$ cat config.mk
export PLATFORM = sky130hd
export DESIGN_NAME = egbr_chunk
export DESIGN_NICKNAME = d
export VERILOG_FILES = /design/src/design/egbr_pkg.sv /design/src/design/egbr_chunk.sv
export SDC_FILE = /design/constraint.sdc
export NUM_CORES = 1
export LEC_CHECK = 0
export BUFFER_PORTS_ARGS = -buffer_cell sky130_fd_sc_hd__buf_2
export CORE_MARGIN = 5
export CORE_UTILIZATION = 50
export DETAILED_ROUTE_END_ITERATION = 16
export GPL_ROUTABILITY_DRIVEN = 0
export GPL_TIMING_DRIVEN = 0
export MAX_ROUTING_LAYER = met4
export PLACE_DENSITY = 0.86
export SYNTH_ARGS = -nofsm -noshare
export SYNTH_HDL_FRONTEND = slang
export SYNTH_SLANG_ARGS = --single-unit
$ cat constraint.sdc
create_clock -name vclk -period 11.38
set_clock_uncertainty 0.15 [all_clocks]
set_input_delay 1.138 -clock vclk [all_inputs]
set_output_delay 1.138 -clock vclk [all_outputs]
set_load 0.01 [all_outputs]
$ cat src/design/egbr_pkg.sv
// shared types and constants for the exp-golomb bitstream reader
package egbr_pkg;

   localparam int DEFAULT_BUFFER_BYTES = 4096;

   localparam int CMD_W    = 3;
   localparam int COUNT_W  = 7;
   localparam int WVAL_W   = 32;
   localparam int ADDR_W   = 12;
   localparam int DATA_W   = 8;
   localparam int RESULT_W = 64;
   localparam int STATUS_W = 2;
   localparam int POS_W    = 16;
   localparam int PREF_W   = 6;
   localparam int TAKE_W   = 4;
   localparam int ZEROS_W  = 5;

   localparam int BYTE_BITS     = 8;
   localparam int MAX_READ_BITS = 64;
   localparam int MAX_PUT_BITS  = 32;
   localparam int MAX_UE_ZEROS  = 31;
   localparam int UE_SCAN_BITS  = MAX_UE_ZEROS + 2;

   localparam logic [STATUS_W-1:0] STATUS_OK          = 2'd0;
   localparam logic [STATUS_W-1:0] STATUS_NO_DATA     = 2'd1;
   localparam logic [STATUS_W-1:0] STATUS_PREFIX_LONG = 2'd2;

   typedef enum logic [CMD_W-1:0] {
      CMD_LOAD   = 3'd0,
      CMD_FETCH  = 3'd1,
      CMD_READ   = 3'd2,
      CMD_PEEK   = 3'd3,
      CMD_UE     = 3'd4,
      CMD_SE     = 3'd5,
      CMD_PUT    = 3'd6,
      CMD_REWIND = 3'd7
   } cmd_type;

   typedef enum logic [2:0] {
      ST_IDLE,
      ST_SCAN,
      ST_APPLY,
      ST_UE_SUM,
      ST_SE_MAP,
      ST_RESP
   } state_type;

   typedef enum logic [1:0] {
      MD_BYTE,
      MD_BITS,
      MD_PREFIX,
      MD_PUT
   } mode_type;

   typedef struct packed {
      mode_type              mode;
      logic [POS_W-1:0]      pos;
      logic [POS_W-1:0]      lim;
      logic [COUNT_W-1:0]    rem;
      logic [PREF_W-1:0]     pref_cnt;
      logic [DATA_W-1:0]     data;
      logic [RESULT_W-1:0]   acc;
      logic [WVAL_W-1:0]     wval;
   } chunk_req_type;

   typedef struct packed {
      logic [TAKE_W-1:0]     take;
      logic [TAKE_W-1:0]     consumed;
      logic                  found;
      logic [DATA_W-1:0]     new_byte;
      logic [RESULT_W-1:0]   acc;
   } chunk_rsp_type;

endpackage

$ cat src/design/egbr_chunk.sv
// shared byte window unit: extracts, scans or merges the bits of one byte
module egbr_chunk (
   input  egbr_pkg::chunk_req_type chunk_req,
   output egbr_pkg::chunk_rsp_type chunk_rsp
);
   import egbr_pkg::*;

   logic [2:0]          bit_in_byte;
   logic [TAKE_W-1:0]   room;
   logic [POS_W-1:0]    span;
   logic [TAKE_W-1:0]   span_cap;
   logic [COUNT_W-1:0]  need;
   logic [TAKE_W-1:0]   need_cap;
   logic [TAKE_W-1:0]   take;
   logic [TAKE_W-1:0]   shift_r;
   logic [DATA_W-1:0]   low_mask;
   logic [DATA_W-1:0]   top_mask;
   logic [DATA_W-1:0]   field;
   logic [DATA_W-1:0]   window;
   logic [TAKE_W-1:0]   lead_zeros;
   logic                found;
   logic [COUNT_W-1:0]  put_shift;
   logic [DATA_W-1:0]   put_bits;
   logic [DATA_W-1:0]   put_mask;

   always_comb begin
      bit_in_byte = chunk_req.pos[2:0];
      room        = TAKE_W'(BYTE_BITS) - {1'b0, bit_in_byte};
      span        = chunk_req.lim - chunk_req.pos;
      span_cap    = (span >= POS_W'(BYTE_BITS)) ? TAKE_W'(BYTE_BITS) : span[TAKE_W-1:0];
      need        = (chunk_req.mode == MD_PREFIX)
                    ? (COUNT_W'(UE_SCAN_BITS) - {1'b0, chunk_req.pref_cnt})
                    : chunk_req.rem;
      need_cap    = (need >= COUNT_W'(BYTE_BITS)) ? TAKE_W'(BYTE_BITS) : need[TAKE_W-1:0];
      take        = room;
      if (span_cap < take) begin
         take = span_cap;
      end
      if (need_cap < take) begin
         take = need_cap;
      end
      shift_r  = room - take;
      low_mask = ~(8'hFF << take);
      top_mask = ~(8'hFF >> take);
      field    = (chunk_req.data >> shift_r) & low_mask;

      window     = (chunk_req.data << bit_in_byte) & top_mask;
      lead_zeros = TAKE_W'(BYTE_BITS);
      for (int i = 0; i < BYTE_BITS; i++) begin
         if (window[i]) begin
            lead_zeros = TAKE_W'(BYTE_BITS - 1 - i);
         end
      end
      found = (lead_zeros < take);

      put_shift = chunk_req.rem - COUNT_W'(take);
      put_bits  = DATA_W'(chunk_req.wval >> put_shift) & low_mask;
      put_mask  = low_mask << shift_r;

      chunk_rsp.take     = take;
      chunk_rsp.found    = found;
      chunk_rsp.consumed = found ? (lead_zeros + TAKE_W'(1)) : take;
      chunk_rsp.acc      = (chunk_req.acc << take) | RESULT_W'(field);
      chunk_rsp.new_byte = (chunk_req.data & ~put_mask) | ((put_bits << shift_r) & put_mask);
   end
endmodule

Yosys cells after proc, flatten, opt, wreduce, memory -nomap -nowiden

Index checks and enable logic that the tools add are counted.

Flip-flop bits (word level): 0
Output and inout bits: 81
Logic and storage cells: 44

Equal/unequal tests: 1
Shifts and indexed selects: 8
Bitwise operators: 10
$add $sub $neg: 6
Magnitude comparators: 5
Multiplexer cells: 14

Operators with widths:

| kind                  | number |
|---|---|
| $or A64 B8 Y64        | 1 |
| $shl A64 B4 Y64       | 1 |
| $mux W4               | 13 |
| $and A8 B8 Y8         | 5 |
| $shr A32 B7 Y8        | 1 |
| $not A8 Y8            | 3 |
| $ge A16 B4 Y1 const B | 1 |
| $shl A8 B4 Y8         | 2 |
| $sub A16 B16 Y16      | 1 |
| $lt A4 B4 Y1          | 3 |
| $or A8 B8 Y8          | 1 |
| $shl A8 B3 Y8         | 1 |
| $shl A8 B4 Y8 const A | 1 |
| $shr A8 B4 Y8         | 1 |
| $shr A8 B4 Y8 const A | 1 |
| $ge A7 B4 Y1 const B  | 1 |
| $mux W7               | 1 |
| $sub A6 B6 Y7 const A | 1 |
| $sub A7 B4 Y7         | 1 |
| $add A4 B1 Y4 const B | 1 |
| $sub A4 B3 Y4 const A | 1 |
| $sub A4 B4 Y4         | 1 |
| $eq A2 B2 Y1 const B  | 1 |

Depth between registers and ports, before layout

Gate-level depths: netlist of the first run.

Word-level depth: 20
Mapped depth: 42

Least setup slack after synthesis of the first run

Ideal clock, no wire load.

Path kind: input-to-output
Start point: in chunk_req[135] (netlist name)
End point: out chunk_rsp[71] (netlist name)
Stages on the path: 37
Arrival: 9619 ps
Slack: 473 ps
Data required time: 10092 ps
Cell sequence: clkbuf_1 inv_1 ha_1 a21o_1 and3_1 or3_1 and2_1 a2111oi_4 nand3b_2 nor3_1 inv_1 ha_1 nor2_1 o21a_1 a32oi_2 ha_1 nor2b_1 clkbuf_1 nand2_1 o31ai_1 nor2_1 inv_1 buf_1 buf_2 ha_1 fa_1 clkbuf_1 buf_1 clkbuf_1 mux2_2 nor2_1 nor2_1 mux4_1 mux2i_1 o32a_1 mux2i_1 a221o_1

RTL lines:

| element            | RTL line        | source |
|---|---|---|
| start: declaration | egbr_chunk.sv:3 | `input egbr_pkg::chunk_req_type chunk_req,` |
| end: declaration   | egbr_chunk.sv:4 | `output egbr_pkg::chunk_rsp_type chunk_rsp` |

==> results of run 1 <==
## cells in the final DEF (no fill, tap or decap), types with 30 or more instances in the layout
master / synthesis / layout
mux2i_1: 182 / 182
nand3_1: 31 / 31
o21ai_0: 59 / 59
nor2_1: 195 / 194
buf_2: 7 / 237
nand2_1: 229 / 229
ha_1: 30 / 30
clkbuf_1: 55 / 48
inv_1: 43 / 42
a21oi_1: 57 / 57
## cell type report
class              instances  area (sq um)  share of cell area, %
repair buffers           235          1190                   13.1
plain buffers             76           338                   3.74
multi-input cells       1083          7070                   78.3
well taps                188           235                   2.60
inverters                 49           194                   2.15
diodes                     4          10.0                  0.111
## how the worst min path moves through the flow
stage	start	endpoint	slack (ns)	cells past startpoint
floorplan	chunk_req[99]	chunk_rsp[67]	2.28	1
global placement	chunk_req[32]	chunk_rsp[0]	2.53	4
detailed placement	chunk_req[32]	chunk_rsp[0]	2.54	4
CTS	chunk_req[32]	chunk_rsp[0]	2.54	4
global route	chunk_req[32]	chunk_rsp[0]	2.59	4
finish	chunk_req[32]	chunk_rsp[0]	2.55	4
## cells in the mapped netlist, types with 20 or more instances
| cell | instances | area share [%] |
|---|---|---|
| a21oi_1 | 57 | 3.8 |
| a31oi_1 | 24 | 2.0 |
| clkbuf_1 | 55 | 2.7 |
| ha_1 | 30 | 4.9 |
| inv_1 | 43 | 2.1 |
| mux2_2 | 23 | 3.4 |
| mux2i_1 | 182 | 24 |
| nand2_1 | 229 | 11 |
| nand3_1 | 31 | 2.0 |
| nor2_1 | 195 | 9.6 |
| nor3_1 | 20 | 1.3 |
| o21ai_0 | 59 | 3.9 |
## worst min-delay path, cell delays in order
cell and delay (ns):
buf_2 0.14, nand2_1 0.06, o21ai_0 0.08, buf_2 0.15
## kinds of logic (layout without fill, tap and decap cells)
logic type      Yosys count  count (layout)  share of synthesized area, %
fa+ha+maj                35              35                          6.00
compound gates          271             271                          24.7
xor+xnor                 16              16                          1.95
other cells               0               4                             0
buf+inv                 130             360                          6.89
mux                     211             211                          28.9
simple gates            550             550                          31.5
## stage by stage
step	setup TNS, ns	total power, mW
after global placement	-8.42	0.863
after detailed placement	-9.19	0.876
after global routing	-0.00977	0.980
after floorplan	0	0.618
after CTS	0	0.882
final	0	0.907
## timing repair
item	in CTS	in global routing
gates resized for setup	11	12
endpoints found under the setup margin	8	8
pin swaps	1	0
buffers inserted	2	2
## metal layers
| metal | up-vias | share of wire [%] | GRT usage [%] |
|---|---|---|---|
| li1 | 4826 | - | - |
| met1 | 4506 | 40 | 39.3 |
| met2 | 642 | 45 | 49.1 |
| met3 | 113 | 10 | 3.29 |
| met4 | 0 | 3.9 | 11.8 |
| met5 | - | 0 | - |
## report_power, final
group	total, mW	internal [mW]	switching, mW
Combinational	0.907	0.350	0.556
Clock	0.0000000470	0.0000000470	0
Sequential	0	0	0
==> flow_metrics.py, run 1 <==
metrics = {
    "yosys": {
        "synth_nets": 1397,
        "netlist_area_sq_um": 7590,
        "synth.distinct_cells": 92,
        "ys_warn_count": 0,
        "synthCells": 1213,
        "ys_seq_area_share_pct": 0,
        "syn_avg_cell_area_sq_um": 6.26,
    },
    "setup_path": {
        "crit_start": "chunk_req[134]",
        "end_kind": "output pin",
        "path_depth": 39,
        "critPathTopFamily": "compound AO/OA/AOI/OAI gates",
        "crit_slowest_cell": "fa_1",
        "crit_end": "chunk_rsp[71]",
        "cp.arrival_ns": 9.63,
        "worst_ep_required_time_ns": 10.09,
        "critPathMostFrequentCell": "nand2_1",
        "critPathLaunchType": "input pin",
        "crit_buf_inv": 8,
        "critical_path_class": "input pin to output pin",
        "cpPeakStageDelay_ns": 0.57,
        "worst-path-max-fanout": 11,
    },
    "placement": {
        "port_buffers": 231,
        "dp_hpwl_microns": 23600,
        "dpl_cell_area_sq_um": 8980,
        "place_inst": 1632,
        "dpl_worst_slack_ns": -1.30,
    },
    "floorplan": {
        "die_y_microns": 133,
        "die_w_microns": 133,
        "ioPinCount": 232,
        "die_area_sq_um": 17700,
        "start_util_pct": 50.5,
        "num_rows": 45,
        "core_area_sq_um": 15000,
    },
    "finish": {
        "fin_util_pct": 60.1,
        "finalInstanceArea_sq_um": 9030,
        "regArea_sq_um": 0,
        "clock_buffers": 0,
        "fillerInstances": 1449,
        "nets": 1629,
        "drive_gt1_share_pct": 21.8,
        "area_delta_synth_final_pct": 19.0,
        "fin_cells": 1635,
        "seq_cell_count": 0,
    },
    "sta": {
        "setup_slack_ns": 0.463,
        "slew_viol_final": 0,
        "maxSlewHeadroom_pct": 40.1,
        "whs_ns": 2.55,
        "setup_viol": 0,
        "period_share_pct": 95.9,
        "fmax_ghz": 0.0916,
        "tightestPinTransition_ns": 0.899,
        "period_minus_slack_ns": 10.92,
        "hold_viol": 0,
    },
    "grt": {
        "grt.total_usage_pct": 30.5,
        "grt-ovfl-total": 0,
        "grt_max_degree": 17,
        "antenna_found_initial": 4,
        "grt_pass1_vias": 9246,
        "grt_pass1_wl_microns": 45100,
    },
    "power_and_ir_drop": {
        "irDropWorstVdd_v": 0.0000454,
        "leakage_nw": 4.65,
        "power_density_nw_per_um2": 100,
    },
    "min_path": {
        "hp-class": "input pin to output pin",
    },
    "outcome": {
        "status": "completed",
    },
    "clocking": {
        "postCtsHoldBufs": 0,
    },
    "route": {
        "drt-pass1-iter-count": 8,
        "drtAntennaViolNets": 0,
        "drc_errors": 0,
        "vias": 10087,
        "drt_iter0_markers": 1227,
        "wl_per_cell_microns": 17.5,
        "wirelength_microns": 28600,
        "via_per_inst": 6.17,
    },
    "run": {
        "max-cap-violations": 0,
    },
}
No activity file was read; power rests on OpenSTA's default activity.
==> inputs of run 2 (changes only) <==
--- a/config.mk
+++ b/config.mk
@@ -11,7 +11,6 @@
 export DETAILED_ROUTE_END_ITERATION = 16
 export GPL_ROUTABILITY_DRIVEN = 0
 export GPL_TIMING_DRIVEN = 0
-export MAX_ROUTING_LAYER = met4
 export PLACE_DENSITY = 0.86
 export SYNTH_ARGS = -nofsm -noshare
 export SYNTH_HDL_FRONTEND = slang
==> run 2 against run 1 <==
Against the previous run: sequential cell count is the same; wire length grew 0.20%; cell count grew 0.18%; non-clock buffer count up 3.
==> flow_metrics.py, run 2 (same netlist as run 1, synthesis figures left out) <==
metrics = {
    "grt": {
        "grt.total_usage_pct": 29.7,
        "grt_pass1_wl_microns": 45200,
        "grt_max_degree": 17,
        "grt-ovfl-total": 0,
        "antenna_found_initial": 4,
        "grt_pass1_vias": 9232,
    },
    "sta": {
        "rsz0062_at_grt": "no",
        "fmax_ghz": 0.0915,
        "tns_ns": 0,
        "whs_ns": 2.56,
        "hold_viol": 0,
        "period_share_pct": 96.0,
        "maxSlewHeadroom_pct": 38.5,
        "setup_viol": 0,
        "period_minus_slack_ns": 10.92,
        "slew_viol_final": 0,
        "tightestPinTransition_ns": 0.922,
    },
    "min_path": {
        "hold_depth": 4,
        "hold_end": "chunk_rsp[0]",
        "hp-class": "input pin to output pin",
        "min_from": "chunk_req[32]",
    },
    "setup_path": {
        "critical_path_class": "input pin to output pin",
        "crit_buf_inv": 8,
        "critPathLaunchType": "input pin",
        "worst_ep_required_time_ns": 10.09,
        "cp.arrival_ns": 9.64,
        "cpPeakStageDelay_ns": 0.57,
        "critPathTopFamily": "compound AO/OA/AOI/OAI gates",
        "worst-path-max-fanout": 11,
        "end_kind": "output pin",
        "critPathMostFrequentCell": "nand2_1",
        "crit_slowest_cell": "fa_1",
    },
    "route": {
        "wl_per_cell_microns": 17.5,
        "via_per_inst": 6.18,
        "drtAntennaViolNets": 0,
        "drc_errors": 0,
        "drt_iter0_markers": 1235,
        "wirelength_microns": 28600,
        "drt-pass1-iter-count": 9,
        "vias": 10120,
    },
    "finish": {
        "layout_commonest_cell": "buf_2",
        "drive_gt1_share_pct": 22.0,
        "final_cell_mix": "237 x buf_2, 229 x nand2_1, 194 x nor2_1, 182 x mux2i_1, 59 x o21ai_0",
        "clock_buffers": 0,
        "area_delta_synth_final_pct": 19.3,
        "regArea_sq_um": 0,
        "seq_cell_count": 0,
        "finalInstanceArea_sq_um": 9060,
        "fin_cells": 1638,
        "nets": 1632,
        "fin_util_pct": 60.2,
    },
    "floorplan": {
        "ioPinCount": 232,
        "num_rows": 45,
        "start_util_pct": 50.5,
        "die_y_microns": 133,
        "die_w_microns": 133,
        "core_area_sq_um": 15000,
        "die_area_sq_um": 17700,
    },
    "placement": {
        "place_inst": 1632,
        "port_buffers": 231,
        "dpl_cell_area_sq_um": 8980,
        "dp_hpwl_microns": 23600,
    },
    "power_and_ir_drop": {
        "leakage_nw": 4.66,
        "irDropWorstVdd_v": 0.0000456,
        "power_density_nw_per_um2": 100,
    },
    "outcome": {
        "status": "completed",
    },
    "run": {
        "max-cap-violations": 0,
    },
    "clocking": {
        "postCtsHoldBufs": 0,
    },
}
run 2: changes by cell type in the layout (fill, tap and decap cells not counted):
cell and change:
buf_4 +3, clkbuf_2 -2, clkbuf_1 +1, clkbuf_4 +1, o22a_1 -1, o22a_2 +1
run 2: area by class of cell:
class / instances / area (sq um)
multi-input combinational: 1083 / 7070
fill: 1445 / 5980
timing repair buffer: 238 / 1210
buffer: 76 / 339
tap: 188 / 235
inverter: 49 / 194
antenna: 4 / 10.0
run 2: worst min-delay path: stages:
cell,delay (ns)
buf_2,0.14
nand2_1,0.06
o21ai_0,0.08
buf_2,0.15
run 2: worst max-delay path by stage:
stage              startpoint             to  depth (start not counted)
2_1_floorplan  chunk_req[135]  chunk_rsp[71]                         37
3_3_place_gp   chunk_req[135]  chunk_rsp[71]                         39
3_5_place_dp   chunk_req[135]  chunk_rsp[71]                         39
4_1_cts        chunk_req[135]  chunk_rsp[71]                         41
5_1_grt        chunk_req[134]  chunk_rsp[71]                         39
6_report       chunk_req[134]  chunk_rsp[71]                         39
run 2: routing by layer:
metal / part of all wire, % / GRT usage [%]
met2: 45 / 49.3
met5: 0 / 0
met1: 40 / 38.8
met4: 4.2 / 11.4
met3: 11 / 4.34
run 2: power by group:
part / switching (mW) / internal, mW
clock network: 0 / 0.0000000470
logic: 0.556 / 0.352
registers: 0 / 0
run 2: what timing repair did:
| action | 4_1_cts | 5_1_grt |
|---|---|---|
| gates cloned | 0 | 0 |
| pin swaps | 1 | 0 |
| buffers inserted | 2 | 5 |
| setup endpoints to repair | 8 | 8 |
| resized for setup | 11 | 13 |
run 2: stage by stage:
stage / total power [mW] / setup slack, ns
2_1_floorplan: 0.618 / 0.473
3_3_place_gp: 0.863 / -1.22
3_5_place_dp: 0.876 / -1.30
4_1_cts: 0.882 / 0.00485
5_1_grt: 0.982 / 0.00109
6_report: 0.908 / 0.457
==> inputs of run 3 (changes only) <==
--- a/config.mk
+++ b/config.mk
@@ -7,11 +7,11 @@
 export LEC_CHECK = 0
 export BUFFER_PORTS_ARGS = -buffer_cell sky130_fd_sc_hd__buf_2
 export CORE_MARGIN = 5
-export CORE_UTILIZATION = 50
+export CORE_UTILIZATION = 60
 export DETAILED_ROUTE_END_ITERATION = 16
 export GPL_ROUTABILITY_DRIVEN = 0
 export GPL_TIMING_DRIVEN = 0
-export PLACE_DENSITY = 0.86
+export PLACE_DENSITY = 0.95
 export SYNTH_ARGS = -nofsm -noshare
 export SYNTH_HDL_FRONTEND = slang
 export SYNTH_SLANG_ARGS = --single-unit
==> constraint.sdc (replaced) <==
create_clock -name vclk -period 13.75
set_clock_uncertainty 0.15 [all_clocks]
set_input_delay 1.375 -clock vclk [all_inputs]
set_output_delay 1.375 -clock vclk [all_outputs]
set_load 0.01 [all_outputs]
==> run 3 against run 2 <==
Against the previous run: power down 17%; via count up 3.8%; core utilization up 11 points; global-route usage up 5.9 points; hold slack better by 0.47 ns; largest cell class unchanged; critical path depth down 1; non-clock buffer count down 2.
==> flow_metrics.py, run 3 (same netlist as run 1, synthesis figures left out) <==
metrics = {
    "power_and_ir_drop": {
        "switching_share_pct": 61.8,
        "leakage_nw": 4.62,
        "p_clk_share_pct": 0,
        "irDropWorstVdd_v": 0.0000421,
        "seqPwrFrac_pct": 0,
        "switchingPower_mw": 0.465,
        "power_density_nw_per_um2": 83.9,
        "combPwrFrac_pct": 100.0,
        "power_mw": 0.752,
        "p_int_mw": 0.288,
    },
    "grt": {
        "grt_pass1_vias": 9575,
        "grtUsageMet3_pct": 6.77,
        "top_usage_layer": "met2",
        "antenna_found_initial": 1,
        "grt.total_usage_pct": 35.5,
        "grt_max_degree": 14,
        "grt-ovfl-total": 0,
        "grtUsageMet1_pct": 44.1,
        "use_met2_pct": 59.4,
        "grt_pass1_wl_microns": 44700,
    },
    "finish": {
        "fin_util_pct": 71.6,
        "nets": 1630,
        "clock_buffers": 0,
        "layout_commonest_cell": "buf_2",
        "final_cell_mix": "238 x buf_2, 229 x nand2_1, 194 x nor2_1, 182 x mux2i_1, 59 x o21ai_0",
        "fillerInstances": 1081,
        "area_delta_synth_final_pct": 18.1,
        "regArea_sq_um": 0,
        "antenna_cells": 0,
        "seq_cell_count": 0,
        "drive_gt1_share_pct": 21.0,
    },
    "route": {
        "drt-pass1-iter-count": 9,
        "vias": 10504,
        "drc_errors": 0,
        "drt_iter0_markers": 1390,
        "wl_per_cell_microns": 18.0,
        "drtAntennaViolNets": 0,
        "via_per_inst": 6.50,
        "wirelength_microns": 29000,
    },
    "setup_path": {
        "worst_ep_required_time_ns": 12.23,
        "end_kind": "output pin",
        "critPathTopFamily": "buffers and inverters",
        "critical_path_class": "input pin to output pin",
        "worst-path-max-fanout": 12,
        "cp.arrival_ns": 11.80,
        "critPathLaunchType": "input pin",
        "cpPeakStageDelay_ns": 0.59,
        "crit_buf_inv": 12,
        "crit_slowest_cell": "buf_1",
    },
    "min_path": {
        "hold_depth": 4,
        "hold_end": "chunk_rsp[0]",
        "min_from": "chunk_req[32]",
        "hp-class": "input pin to output pin",
    },
    "clocking": {
        "postCtsHoldBufs": 0,
        "ctsResizeCount": 0,
        "post_cts_buffers": 0,
    },
    "sta": {
        "fmax_ghz": 0.0751,
        "tightestPinTransition_ns": 0.967,
        "tns_ns": 0,
        "hold_viol": 0,
        "period_share_pct": 96.9,
        "slew_viol_final": 0,
        "period_minus_slack_ns": 13.32,
        "whs_ns": 3.03,
        "setup_viol": 0,
        "setup_slack_ns": 0.428,
        "maxSlewHeadroom_pct": 35.5,
        "rsz0062_at_grt": "no",
    },
    "floorplan": {
        "die_y_microns": 122,
        "die_area_sq_um": 15000,
        "start_util_pct": 60.6,
        "ioPinCount": 232,
        "num_rows": 41,
        "core_area_sq_um": 12500,
        "die_w_microns": 122,
    },
    "run": {
        "max-cap-violations": 0,
    },
    "placement": {
        "dpl_worst_slack_ns": 0.611,
        "port_buffers": 231,
        "dp_hpwl_microns": 23800,
    },
    "outcome": {
        "status": "completed",
    },
}
==> run 3: changes by cell type in the layout (fill, tap and decap cells not counted), sizes merged <==
cell / before / now
clkbuf: 53 / 55
clkinv: 3 / 5
clkinvlp: 2 / 0
buf: 261 / 257
diode: 4 / 0
==> run 3: power by group through the flow <==
stage                     sequential, mW  combinational (mW)  clock [mW]
after detailed placement               0               0.723           0
after floorplan                        0               0.511           0
after global routing                   0               0.805           0
final                                  0               0.752           0
after global placement                 0               0.705           0
after CTS                              0               0.726           0
==> run 3: worst max-delay path by stage <==
stage	start	end	slack, ns	depth (start not counted)
2_1_floorplan	chunk_req[135]	chunk_rsp[71]	2.37	37
3_3_place_gp	chunk_req[135]	chunk_rsp[71]	0.79	39
3_5_place_dp	chunk_req[135]	chunk_rsp[71]	0.61	39
4_1_cts	chunk_req[135]	chunk_rsp[71]	0.58	39
5_1_grt	chunk_req[135]	chunk_rsp[71]	0.04	42
6_report	chunk_req[135]	chunk_rsp[71]	0.43	38
==> run 3: layer usage <==
layer | routed length, microns | vias to the layer above | share of wire [%]
met5 | 6 | - | 0.021
met4 | 1790 | 2 | 6.2
met2 | 12800 | 905 | 44
li1 | - | 4816 | -
met3 | 3940 | 199 | 14
met1 | 10500 | 4582 | 36
==> run 3: area by class of cell <==
cell class	count	area, sq um	share of cell area (%)
Tap cell	172	215	2.40
Inverter	49	184	2.05
Buffer	81	340	3.80
Timing Repair Buffer	231	1160	12.9
Multi-Input combinational cell	1083	7070	78.9
==> run 3: stage by stage <==
step	cells	instance area, sq um
global placement	1616	8960
global route	1616	8960
finish	1616	8960
floorplan	1213	7590
detailed placement	1616	8960
CTS	1616	8960
